`config.mk`:
```
export PLATFORM = sky130hd
export DESIGN_NAME = keypad_matrix_change_events
export DESIGN_NICKNAME = d
export VERILOG_FILES = /design/src/rtl/kmce_pkg.sv /design/src/rtl/kmce_front.sv /design/src/rtl/kmce_queue.sv /design/src/rtl/kmce_back.sv /design/src/rtl/keypad_matrix_change_events.sv
export SDC_FILE = /design/constraint.sdc
export NUM_CORES = 1
export LEC_CHECK = 0
export ABC_AREA = 1
export BUFFER_PORTS_ARGS = -buffer_cell sky130_fd_sc_hd__buf_4
export CELL_PAD_IN_SITES_DETAIL_PLACEMENT = 1
export CELL_PAD_IN_SITES_GLOBAL_PLACEMENT = 2
export CORE_MARGIN = 10
export CORE_UTILIZATION = 42
export CTS_CLUSTER_SIZE = 28
export DETAILED_ROUTE_END_ITERATION = 10
export PLACE_DENSITY_LB_ADDON = 0.2
export SETUP_SLACK_MARGIN = 0.1
export SYNTH_ARGS = -nofsm -noshare
export SYNTH_HDL_FRONTEND = slang
export SYNTH_HIERARCHICAL = 1
export SYNTH_SLANG_ARGS = --single-unit
```
`constraint.sdc`:
```
create_clock -name clk -period 9.95 [get_ports clk]
set_input_delay 1.99 -clock clk [delete_from_list [all_inputs] [get_ports clk]]
set_output_delay 1.99 -clock clk [all_outputs]
set_load 0.02 [all_outputs]
```
`src/rtl/kmce_pkg.sv`:
```
// Shared types, constants and helpers of the keypad matrix change detector.
package kmce_pkg;

    localparam int MAX_ROWS    = 14;
    localparam int MAX_COLUMNS = 8;
    localparam int COLUMN_W    = 3;
    localparam int KEY_W       = 7;
    localparam int CFG_W       = 4;
    localparam int ROW_IDX_W   = $clog2(MAX_ROWS);
    localparam int QUEUE_DEPTH = 2;

    localparam logic [CFG_W-1:0] ROW_COUNT_RESET    = CFG_W'(MAX_ROWS);
    localparam logic [CFG_W-1:0] COLUMN_COUNT_RESET = CFG_W'(MAX_COLUMNS);

    typedef enum logic [0:0] {
        REG_ROW_COUNT    = 1'b0,
        REG_COLUMN_COUNT = 1'b1
    } cfg_reg_t;

    typedef struct packed {
        logic [COLUMN_W-1:0] column;
        logic [MAX_ROWS-1:0] row_levels;
    } reading_t;

    typedef struct packed {
        logic [KEY_W-1:0] key_index;
        logic             pressed;
        logic             last;
    } key_event_t;

    // One column's worth of pending events.
    typedef struct packed {
        logic [KEY_W-1:0]    base;
        logic [MAX_ROWS-1:0] down_rows;
        logic [MAX_ROWS-1:0] up_rows;
    } job_t;

    // Rows below the row count; counts above MAX_ROWS saturate naturally.
    function automatic logic [MAX_ROWS-1:0] rows_in_use(input logic [CFG_W-1:0] n);
        logic [MAX_ROWS-1:0] m;
        for (int r = 0; r < MAX_ROWS; r++)
        begin
            m[r] = (5'(r) < {1'b0, n});
        end
        return m;
    endfunction

    // Index of the lowest set bit; zero for an empty mask.
    function automatic logic [ROW_IDX_W-1:0] lowest_set(input logic [MAX_ROWS-1:0] m);
        logic [ROW_IDX_W-1:0] idx;
        idx = '0;
        for (int r = MAX_ROWS - 1; r >= 0; r--)
        begin
            if (m[r])
            begin
                idx = ROW_IDX_W'(r);
            end
        end
        return idx;
    endfunction

endpackage

```
`src/rtl/kmce_front.sv`:
```
// Front end: configuration, per-column mask store and change classification.
module kmce_front
    import kmce_pkg::*;
(
    input  logic                  clk,
    input  logic                  rst_n,
    input  logic                  cfg_write,
    input  cfg_reg_t              cfg_index,
    input  logic [CFG_W-1:0]      cfg_data,
    input  logic                  reading_valid,
    output logic                  reading_stall,
    input  reading_t              reading,
    output logic                  job_valid,
    input  logic                  job_stall,
    output job_t                  job
);

    logic [CFG_W-1:0]    row_count_reg;
    logic [CFG_W-1:0]    column_count_reg;
    logic [MAX_ROWS-1:0] prev_reg [MAX_COLUMNS];

    logic                accept;
    logic                in_range;
    logic [MAX_ROWS-1:0] now_mask;
    logic [MAX_ROWS-1:0] before_mask;
    logic [MAX_ROWS-1:0] changed;

    always_ff @(posedge clk or negedge rst_n)
    begin
        if (!rst_n)
        begin
            row_count_reg    <= ROW_COUNT_RESET;
            column_count_reg <= COLUMN_COUNT_RESET;
        end
        else if (cfg_write)
        begin
            unique case (cfg_index)
                REG_ROW_COUNT:    row_count_reg    <= cfg_data;
                REG_COLUMN_COUNT: column_count_reg <= cfg_data;
                default:          ;
            endcase
        end
    end

    assign reading_stall = job_stall;
    assign accept        = reading_valid && !job_stall;
    assign in_range      = ({1'b0, reading.column} < column_count_reg);
    assign now_mask      = ~reading.row_levels & rows_in_use(row_count_reg);
    assign before_mask   = prev_reg[reading.column];
    assign changed       = now_mask ^ before_mask;

    // Queue a job only when the column is in use and something moved.
    assign job_valid     = reading_valid && in_range && (changed != '0);
    assign job.base      = KEY_W'(reading.column) * KEY_W'(MAX_ROWS);
    assign job.down_rows = changed & now_mask;
    assign job.up_rows   = changed & before_mask;

    always_ff @(posedge clk or negedge rst_n)
    begin
        if (!rst_n)
        begin
            for (int c = 0; c < MAX_COLUMNS; c++)
            begin
                prev_reg[c] <= '0;
            end
        end
        else if (accept && in_range)
        begin
            prev_reg[reading.column] <= now_mask;
        end
    end

endmodule

```
`src/rtl/kmce_queue.sv`:
```
// Short job queue between the front end and the event sequencer.
module kmce_queue
    import kmce_pkg::*;
(
    input  logic clk,
    input  logic rst_n,
    input  logic push_valid,
    output logic push_stall,
    input  job_t push_job,
    output logic pop_valid,
    input  logic pop_stall,
    output job_t pop_job
);

    localparam int PTR_W = (QUEUE_DEPTH > 1) ? $clog2(QUEUE_DEPTH) : 1;
    localparam int CNT_W = $clog2(QUEUE_DEPTH + 1);

    job_t             entry_reg [QUEUE_DEPTH];
    logic [PTR_W-1:0] wr_ptr_reg, wr_ptr_next;
    logic [PTR_W-1:0] rd_ptr_reg, rd_ptr_next;
    logic [CNT_W-1:0] count_reg, count_next;
    logic             do_push;
    logic             do_pop;

    assign push_stall = (count_reg == CNT_W'(QUEUE_DEPTH));
    assign pop_valid  = (count_reg != '0);
    assign pop_job    = entry_reg[rd_ptr_reg];
    assign do_push    = push_valid && !push_stall;
    assign do_pop     = pop_valid && !pop_stall;

    always_comb
    begin
        wr_ptr_next = wr_ptr_reg;
        rd_ptr_next = rd_ptr_reg;
        count_next  = count_reg;
        if (do_push)
        begin
            wr_ptr_next = (wr_ptr_reg == PTR_W'(QUEUE_DEPTH - 1)) ? '0 : wr_ptr_reg + 1'b1;
        end
        if (do_pop)
        begin
            rd_ptr_next = (rd_ptr_reg == PTR_W'(QUEUE_DEPTH - 1)) ? '0 : rd_ptr_reg + 1'b1;
        end
        if (do_push && !do_pop)
        begin
            count_next = count_reg + 1'b1;
        end
        else if (do_pop && !do_push)
        begin
            count_next = count_reg - 1'b1;
        end
    end

    always_ff @(posedge clk or negedge rst_n)
    begin
        if (!rst_n)
        begin
            wr_ptr_reg <= '0;
            rd_ptr_reg <= '0;
            count_reg  <= '0;
        end
        else
        begin
            wr_ptr_reg <= wr_ptr_next;
            rd_ptr_reg <= rd_ptr_next;
            count_reg  <= count_next;
        end
    end

    always_ff @(posedge clk)
    begin
        if (do_push)
        begin
            entry_reg[wr_ptr_reg] <= push_job;
        end
    end

endmodule

```
`src/rtl/kmce_back.sv`:
```
// Back end: walks a job's masks and issues one key event a cycle while the output is not stalled.
module kmce_back
    import kmce_pkg::*;
(
    input  logic       clk,
    input  logic       rst_n,
    input  logic       job_valid,
    output logic       job_stall,
    input  job_t       job,
    output logic       key_event_valid,
    input  logic       key_event_stall,
    output key_event_t key_event
);

    logic                busy_reg, busy_next;
    logic [KEY_W-1:0]    base_reg;
    logic [MAX_ROWS-1:0] press_reg, press_next;
    logic [MAX_ROWS-1:0] release_reg, release_next;
    logic                out_valid_reg, out_valid_next;
    key_event_t          out_reg, out_next;

    logic                 out_free;
    logic                 take_job;
    logic                 emit;
    logic                 sel_press;
    logic [MAX_ROWS-1:0]  cur_mask;
    logic [MAX_ROWS-1:0]  rest_mask;
    logic [ROW_IDX_W-1:0] row_idx;
    logic                 is_last;

    assign out_free  = !out_valid_reg || !key_event_stall;
    assign job_stall = busy_reg;
    assign take_job  = job_valid && !busy_reg;
    assign emit      = busy_reg && out_free;

    // Presses first, then releases, each in ascending row order.
    assign sel_press = (press_reg != '0);
    assign cur_mask  = sel_press ? press_reg : release_reg;
    assign row_idx   = lowest_set(cur_mask);
    assign rest_mask = cur_mask & (cur_mask - 1'b1);
    assign is_last   = (rest_mask == '0) && (!sel_press || (release_reg == '0));

    always_comb
    begin
        busy_next      = busy_reg;
        press_next     = press_reg;
        release_next   = release_reg;
        out_valid_next = out_valid_reg && key_event_stall;
        out_next       = out_reg;
        if (take_job)
        begin
            busy_next    = 1'b1;
            press_next   = job.down_rows;
            release_next = job.up_rows;
        end
        else if (emit)
        begin
            if (sel_press)
            begin
                press_next = rest_mask;
            end
            else
            begin
                release_next = rest_mask;
            end
            busy_next          = !is_last;
            out_valid_next     = 1'b1;
            out_next.key_index = base_reg + KEY_W'(row_idx);
            out_next.pressed   = sel_press;
            out_next.last      = is_last;
        end
    end

    always_ff @(posedge clk or negedge rst_n)
    begin
        if (!rst_n)
        begin
            busy_reg      <= 1'b0;
            out_valid_reg <= 1'b0;
        end
        else
        begin
            busy_reg      <= busy_next;
            out_valid_reg <= out_valid_next;
        end
    end

    always_ff @(posedge clk)
    begin
        press_reg   <= press_next;
        release_reg <= release_next;
        out_reg     <= out_next;
        if (take_job)
        begin
            base_reg <= job.base;
        end
    end

    assign key_event_valid = out_valid_reg;
    assign key_event       = out_reg;

endmodule

```
`src/rtl/keypad_matrix_change_events.sv`:
```
// Keypad matrix change detector. Each accepted reading (one column's active-low
// row levels) is compared with the pressed mask stored for that column, and one
// key event is issued for each newly pressed row in ascending order, then for
// each newly released row, with last set on the final one. A reading that
// changes nothing, or names a column at or above column_count, gives no event.
// The front end classifies each reading and hands its changes to a two-entry
// job queue; readings are taken every cycle until that queue is full.
// The event sequencer loads a job and then issues one event per cycle while
// the output is not stalled, and takes no new job until the last event of the
// current one has been issued.
module keypad_matrix_change_events
    import kmce_pkg::*;
(
    input  logic             clk,
    input  logic             rst_n,
    input  logic             cfg_write,
    input  cfg_reg_t         cfg_index,
    input  logic [CFG_W-1:0] cfg_data,
    input  logic             reading_valid,
    output logic             reading_stall,
    input  reading_t         reading,
    output logic             key_event_valid,
    input  logic             key_event_stall,
    output key_event_t       key_event
);

    logic front_valid;
    logic front_stall;
    job_t front_job;
    logic back_valid;
    logic back_stall;
    job_t back_job;

    kmce_front u_front (
        .clk           (clk),
        .rst_n         (rst_n),
        .cfg_write     (cfg_write),
        .cfg_index     (cfg_index),
        .cfg_data      (cfg_data),
        .reading_valid (reading_valid),
        .reading_stall (reading_stall),
        .reading       (reading),
        .job_valid     (front_valid),
        .job_stall     (front_stall),
        .job           (front_job)
    );

    kmce_queue u_queue (
        .clk        (clk),
        .rst_n      (rst_n),
        .push_valid (front_valid),
        .push_stall (front_stall),
        .push_job   (front_job),
        .pop_valid  (back_valid),
        .pop_stall  (back_stall),
        .pop_job    (back_job)
    );

    kmce_back u_back (
        .clk             (clk),
        .rst_n           (rst_n),
        .job_valid       (back_valid),
        .job_stall       (back_stall),
        .job             (back_job),
        .key_event_valid (key_event_valid),
        .key_event_stall (key_event_stall),
        .key_event       (key_event)
    );

endmodule

```
* Yosys cells after proc, flatten, opt, wreduce, memory -nomap -nowiden *
Memory sizes are Yosys's and may differ from the RTL's.
Index checks and enable logic that the tools add are counted.

word-level totals
  bits in registers = 170
  output and inout port bits = 11
  input bits = 27
  memories kept = 1
  logic and storage cells = 129
  latch bits = 0
  bits in read-only memories = 0
  memory bits (writable) = 68

cells by class
  div/mod/pow operators = 0
  multiplexer cells = 37
  shift-type cells = 0
  add/sub/neg operators = 6
  magnitude comparators = 17
  bitwise logic cells = 9
  equal/unequal tests = 2
  $mul = 1
  reduce and logical (&&, ||, !) cells = 35

memory list
  memory             words  width  rd ports  clocked after Yosys merged registers in  write ports  RTL line          RTL
  u_queue.entry_reg  2      34     1         0                                        1            kmce_queue.sv:18  job_t entry_reg [QUEUE_DEPTH];

operators by type and width
  operator               count
  $mux 14                10
  $bwmux 112             1
  $and 14x14->14         4
  $mux 4                 14
  $bmux 14 s3            1
  $demux 14 s3           1
  $logic_not 14->1       2
  $reduce_bool 14->1     2
  $lt 4x4->1 const A     6
  $lt 3x4->1 const A     4
  $not 14->14            1
  $sub 14x1->14 const B  1
  $xor 14x14->14         1
  $logic_and 1x1->1      12
  $reduce_and 2->1       5
  $logic_not 1->1        8
  $lt 1x4->1 const A     2
  $lt 2x4->1 const A     2
  $mux 1                 8
  $reduce_bool 2->1      4
  $add 7x4->7            1
  $mul 3x3->6 const B    1
  $ge 4x4->1 const B     1
  $lt 3x4->1             1
  other kinds (10)       14

* Depth between registers and ports, before layout *
  depth after elaboration = 17
  mapped depth = 25
  mapped depth without buffers = 24

* Cells and area by module *
Netlist, hierarchy kept.

modules (own cells, without submodules)
  module      area each (sq um)  sequential area each (sq um)  cells each  instances
  kmce_front  7013.0             3007.9                        926         1
  kmce_queue  2850.2             2202.1                        215         1
  kmce_back   2627.5             1371.3                        290         1

* Worst setup path before layout *
Ideal clock, no wire load.

  path type = input-to-reg
  start = input reading[15] in the netlist's numbering
  end = memory u_queue/entry_reg[1][0] in the netlist's numbering, enable pin
  arrival time = 5110 ps
  slack = 4413 ps
  buffers on the path = 2
  cell stages on the path = 13
  library setup time = 427 ps
  data required time = 9523 ps
  path through = clkbuf_1 -> inv_1 -> clkbuf_1 -> o21ai_0 -> o22ai_1 -> nand2_1 -> o21ai_1 -> ha_1 -> nand4_1 -> nor2_1 -> a21oi_1 -> o21ai_0 -> nor2_1

between the ends
  cells in the longest elaborated chain, start to end = 10
  elaborated cells between the ends (all ways) = 12
  those cells by class = order compare (1); mux (5); bitwise (2); reduce/logical (4)

RTL lines
  element                                      RTL line                           RTL
  start: declaration                           keypad_matrix_change_events.sv:21  input reading_t reading,
  $not 3->4 (not written as such)              kmce_front.sv:49                   assign before_mask = prev_reg[reading.column];
  $bmux 14 s3                                  kmce_front.sv:49
  $mux 14 (not written as such) (2 in series)  kmce_front.sv:49
  $xor 14x14->14                               kmce_front.sv:50                   assign changed = now_mask ^ before_mask;
  $reduce_bool 14->1                           kmce_front.sv:53                   assign job_valid = reading_valid && in_range && (changed != '0);
  $logic_and 1x1->1 (*)                        kmce_front.sv:53
  named net front_valid                        keypad_matrix_change_events.sv:27  logic front_valid;
  $logic_and 1x1->1 (*)                        kmce_queue.sv:28                   assign do_push = push_valid && !push_stall;
  $mux 1 (*)                                   kmce_queue.sv:72                   if (do_push)
  $mux 1 (not written as such) (*)             kmce_queue.sv:74                   entry_reg[wr_ptr_reg] <= push_job;
  end: declaration                             kmce_queue.sv:18

The timed path passes the listed nets; every way through them passes the cells marked *. The select of a mux whose other input is x is not followed.

* Worst setup path after layout *
  start = input reading[14] in the netlist's numbering
  end = memory u_queue/entry_reg[0][16] in the netlist's numbering, enable pin

The elaborated chain is that of the path after synthesis.

==> results.md <==
- Final Setup Violations: 0
- CP required: 10.12 ns
- Gr ovfl total: 0
- Final ANT Viol Nets: 0
- Post-synth top flop: dfrtp_1
- Max reg flops: 112
- Power Internal: 2.08 mW
- Top-Level Pins: 38
- Setup crit end kind: register
- EDFF count, synth: 114
- Filler Cells Inserted: 3,499
- Worst Hold Class: register to register
- Hold path cells: 2
- DRT iter0 DRCs: 557
- Arrival time worst endpoint: 5.15 ns
- CTS tree: built
- Vias: 9,833
- Stages on worst setup path: 15
- Final-stage net count: 1,519
- Net Count, Synth: 1,505
- Syn. warnings: 6
- Largest stage delay on the critical path: 0.82 ns
- Worst slew margin: 0.185
- Post-CTS setup buffer count: 0
- Hold Startpoint: u_queue/count_reg[1]$_DFFE_PN0P_
- Port bufs: 37
- Layout Skew: 0.0130 ns
- Htree depth: 1
- Drt pass-1 iters: 5
- Worst Path Max Fanout: 57
- Final Routed Wirelength: 36.6 mm
- Status: complete, no violations
- Worst setup path class: primary input to register
- Synthesized area: 12,500 um2
- Worst slack at placement: 4.46 ns
- Setup slack after layout: 4.97 ns
- Met1 usage: 0.258
- Syn avg cell area: 8.73 um2
- R2R setup slack: 6.43 ns
- All-Layer GR Usage: 0.201
- Post-synthesis register bit count: 240
- Sw Pwr: 0.968 mW
- Crit path time final: 4.98 ns
- Busiest layer in global routing: met2
- Fin util: 0.473
- Max Root-Sink Buffers: 3
- Ant diodes: 0
- P&R area growth vs syn: 11.5%
- Initial Util: 0.424
- Met2 usage: 0.343
- Core area: 29,500 um2
- Final Hold Vio Count: 0
- FFs w/ async S/R, synth: 0.525
- Cts hold-fix bufs: 0
- Largest net degree at the start of global routing: 71
- Sequential area share after synthesis: 0.527
- TritonCTS buffer count: 28
- Initial antenna violation count: 0
- Clk Latency, worst-skew pair: 0.54 ns
- Crit-path cells: buf_4 > inv_2 > o21ai_0 > o22ai_1 > nand2_1 > o21ai_1 > ha_1 > nand4_1 > nor2_1 > a21oi_1 > inv_1 > nor2_4 > nand2_2 > inv_1 > buf_4
- Post-Layout Cell Count: 1,856
- Placed Cells: 1,805
- Max-cap violation count: 0
- Tcrit/Tclk final: 0.500
- First-pass GRT wire length: 58.6 mm
- R2r startpoint: u_front/row_count_reg[3]$_DFFE_PN1P_
- RSZ-0062 raised after global routing: no
- Synth unique cells: 45
- DR vias/cell: 5.30
- Post-CTS Resized: 0
- Peak VDD IR: 0.000122 V
- DRC: 0
- DIE HEIGHT: 192 um
- Clk root buf: clkbuf_16
- PwrDens: 219 nW/um2
- Final Slew Violations: 0
- GPL Wtd Cong: 0.816
- Cell family contributing the most delay on the critical path: buffers and inverters
- Num Clock Sinks: 240
- R2r endpoint: u_queue/entry_reg[0][16]$_DFFE_PP_
- Die Area: 37,000 um2
- Crit path buf inv count: 5
- Sequential power share: 0.450
- Power share of the clock group: 0.332
- Clock slew at reported path FFs: 0.06 ns
- Leakage: 6.62 nW
- Worst-Margin Slew: 1.22 ns
- Share of cells above drive strength 1: 0.118
- Switching share of power: 0.317
- Die W: 192 um
- Final HPWL DP: 23.7 mm
- Routed WL per cell: 19.7 um
- Gate Count Post-Synth: 1,431
- Met3 usage: 0.0276
- Max Freq: 201 MHz
- Reg2Reg Depth: 12
- Vias in the first global route: 10,396
- Crit path launch type: primary input
- Critical-path top delay cell: inv_2
- Setup tns final: 0 ns
- Combinational fraction of design power: 0.218
- FP Rows: 63
- Min-Delay Endpoint: u_queue/count_reg[1]$_DFFE_PN0P_
-- cells in the final DEF (no fill, tap or decap), types with 14 or more instances in the layout --
| master | Yosys | final |
|---|---|---|
| buf_4 | 15 | 62 |
| clkbuf_1 | 31 | 14 |
| clkbuf_16 | 0 | 29 |
| dfrtp_1 | 122 | 122 |
| edfxtp_1 | 114 | 114 |
| ha_1 | 43 | 43 |
| inv_1 | 99 | 99 |
| nand2_1 | 562 | 562 |
| nand2_2 | 18 | 18 |
| nand3_1 | 54 | 54 |
| nand4_1 | 126 | 126 |
| nor2_1 | 68 | 66 |
| o21ai_0 | 46 | 44 |
| o21ai_1 | 13 | 15 |
-- cell families after synthesis --
| kind of cell | Yosys count | share of synthesized area |
|---|---|---|
| adder cells (fa/ha/maj) | 47 | 0.0495 |
| other | 1 | 0.000300 |
| AND/OR/NAND/NOR | 854 | 0.302 |
| flip-flops | 240 | 0.527 |
| AO/OA/AOI/OAI | 96 | 0.0491 |
| buffers and inverters | 186 | 0.0678 |
| XOR/XNOR | 7 | 0.00491 |
-- power groups by stage --
stage | Sequential [mW] | Clock (mW) | Combinational [mW]
4_1_cts | 1.37 | 1.04 | 0.673
3_3_place_gp | 1.38 | 0 | 0.647
3_5_place_dp | 1.39 | 0 | 0.668
6_report | 1.37 | 1.01 | 0.665
2_1_floorplan | 1.36 | 0 | 0.494
5_1_grt | 1.39 | 1.08 | 0.765
-- cells in the mapped netlist (3+ instances only) --
cell type,instances,area share
nand4_1,126,0.063
inv_2,7,0.0021
ha_1,43,0.043
nor3_2,4,0.0032
buf_4,15,0.0090
a21oi_2,8,0.0056
or2_2,4,0.0020
nand2_2,18,0.0090
dfstp_2,4,0.0084
nand2_1,562,0.17
xor2_1,3,0.0021
xnor2_1,4,0.0028
o21ai_1,13,0.0052
nor2_4,5,0.0045
fa_1,4,0.0064
o21ai_0,46,0.018
a21oi_1,6,0.0024
clkbuf_1,31,0.0093
buf_6,4,0.0036
buf_2,22,0.0088
nor2_1,68,0.020
nor2_2,7,0.0035
o21bai_2,7,0.0063
inv_1,99,0.030
dfrtp_1,122,0.24
buf_1,5,0.0015
nand3_1,54,0.022
o22ai_1,6,0.0030
edfxtp_1,114,0.27
-- stage by stage --
stage | hold slack, ns | power, mW | area (um2)
after floorplan | 0.442 | 1.85 | 12500
after global placement | 0.459 | 2.03 | 13000
after detailed placement | 0.462 | 2.06 | 13000
after CTS | 0.477 | 3.08 | 13900
after global routing | 0.503 | 3.24 | 13900
final | 0.471 | 3.05 | 13900
-- worst max-delay path by stage --
stage | endpoint | startpoint
after global routing | u_queue/entry_reg[0][16]$_DFFE_PP_ | reading[14]
after CTS | u_queue/entry_reg[0][31]$_DFFE_PP_ | reading[14]
after detailed placement | u_queue/entry_reg[0][33]$_DFFE_PP_ | reading[14]
after floorplan | u_queue/entry_reg[1][0]$_DFFE_PP_ | reading[15]
after global placement | u_queue/entry_reg[0][28]$_DFFE_PP_ | reading[14]
final | u_queue/entry_reg[0][16]$_DFFE_PP_ | reading[14]
-- worst reg2reg max path, cell delays in order (launching register included) --
cell	delay (ns)
dfstp_2	0.58
inv_2	0.07
or2_2	0.28
a21oi_2	0.77
ha_1	0.38
nand4_1	0.07
nor2_1	0.04
a21oi_1	0.20
inv_1	0.10
nor2_4	0.13
nand2_2	0.06
inv_1	0.05
buf_4	0.40
-- cell type report --
| cell class | count | area [um2] | share of cell area |
|---|---|---|---|
| tap | 390 | 488 | 0.0350 |
| clock buffer | 47 | 833 | 0.0598 |
| multi-input combinational | 1005 | 5070 | 0.364 |
| clock inverter | 4 | 70.1 | 0.00503 |
| sequential | 240 | 6580 | 0.472 |
| inverter | 107 | 409 | 0.0294 |
| timing repair buffer | 63 | 477 | 0.0342 |
-- routing by layer --
metal	routed length, um	share of wire
met1	16200	0.44
met3	1290	0.035
met5	0	0
met2	17900	0.49
met4	1110	0.030
No activity file was read; power rests on OpenSTA's default activity.
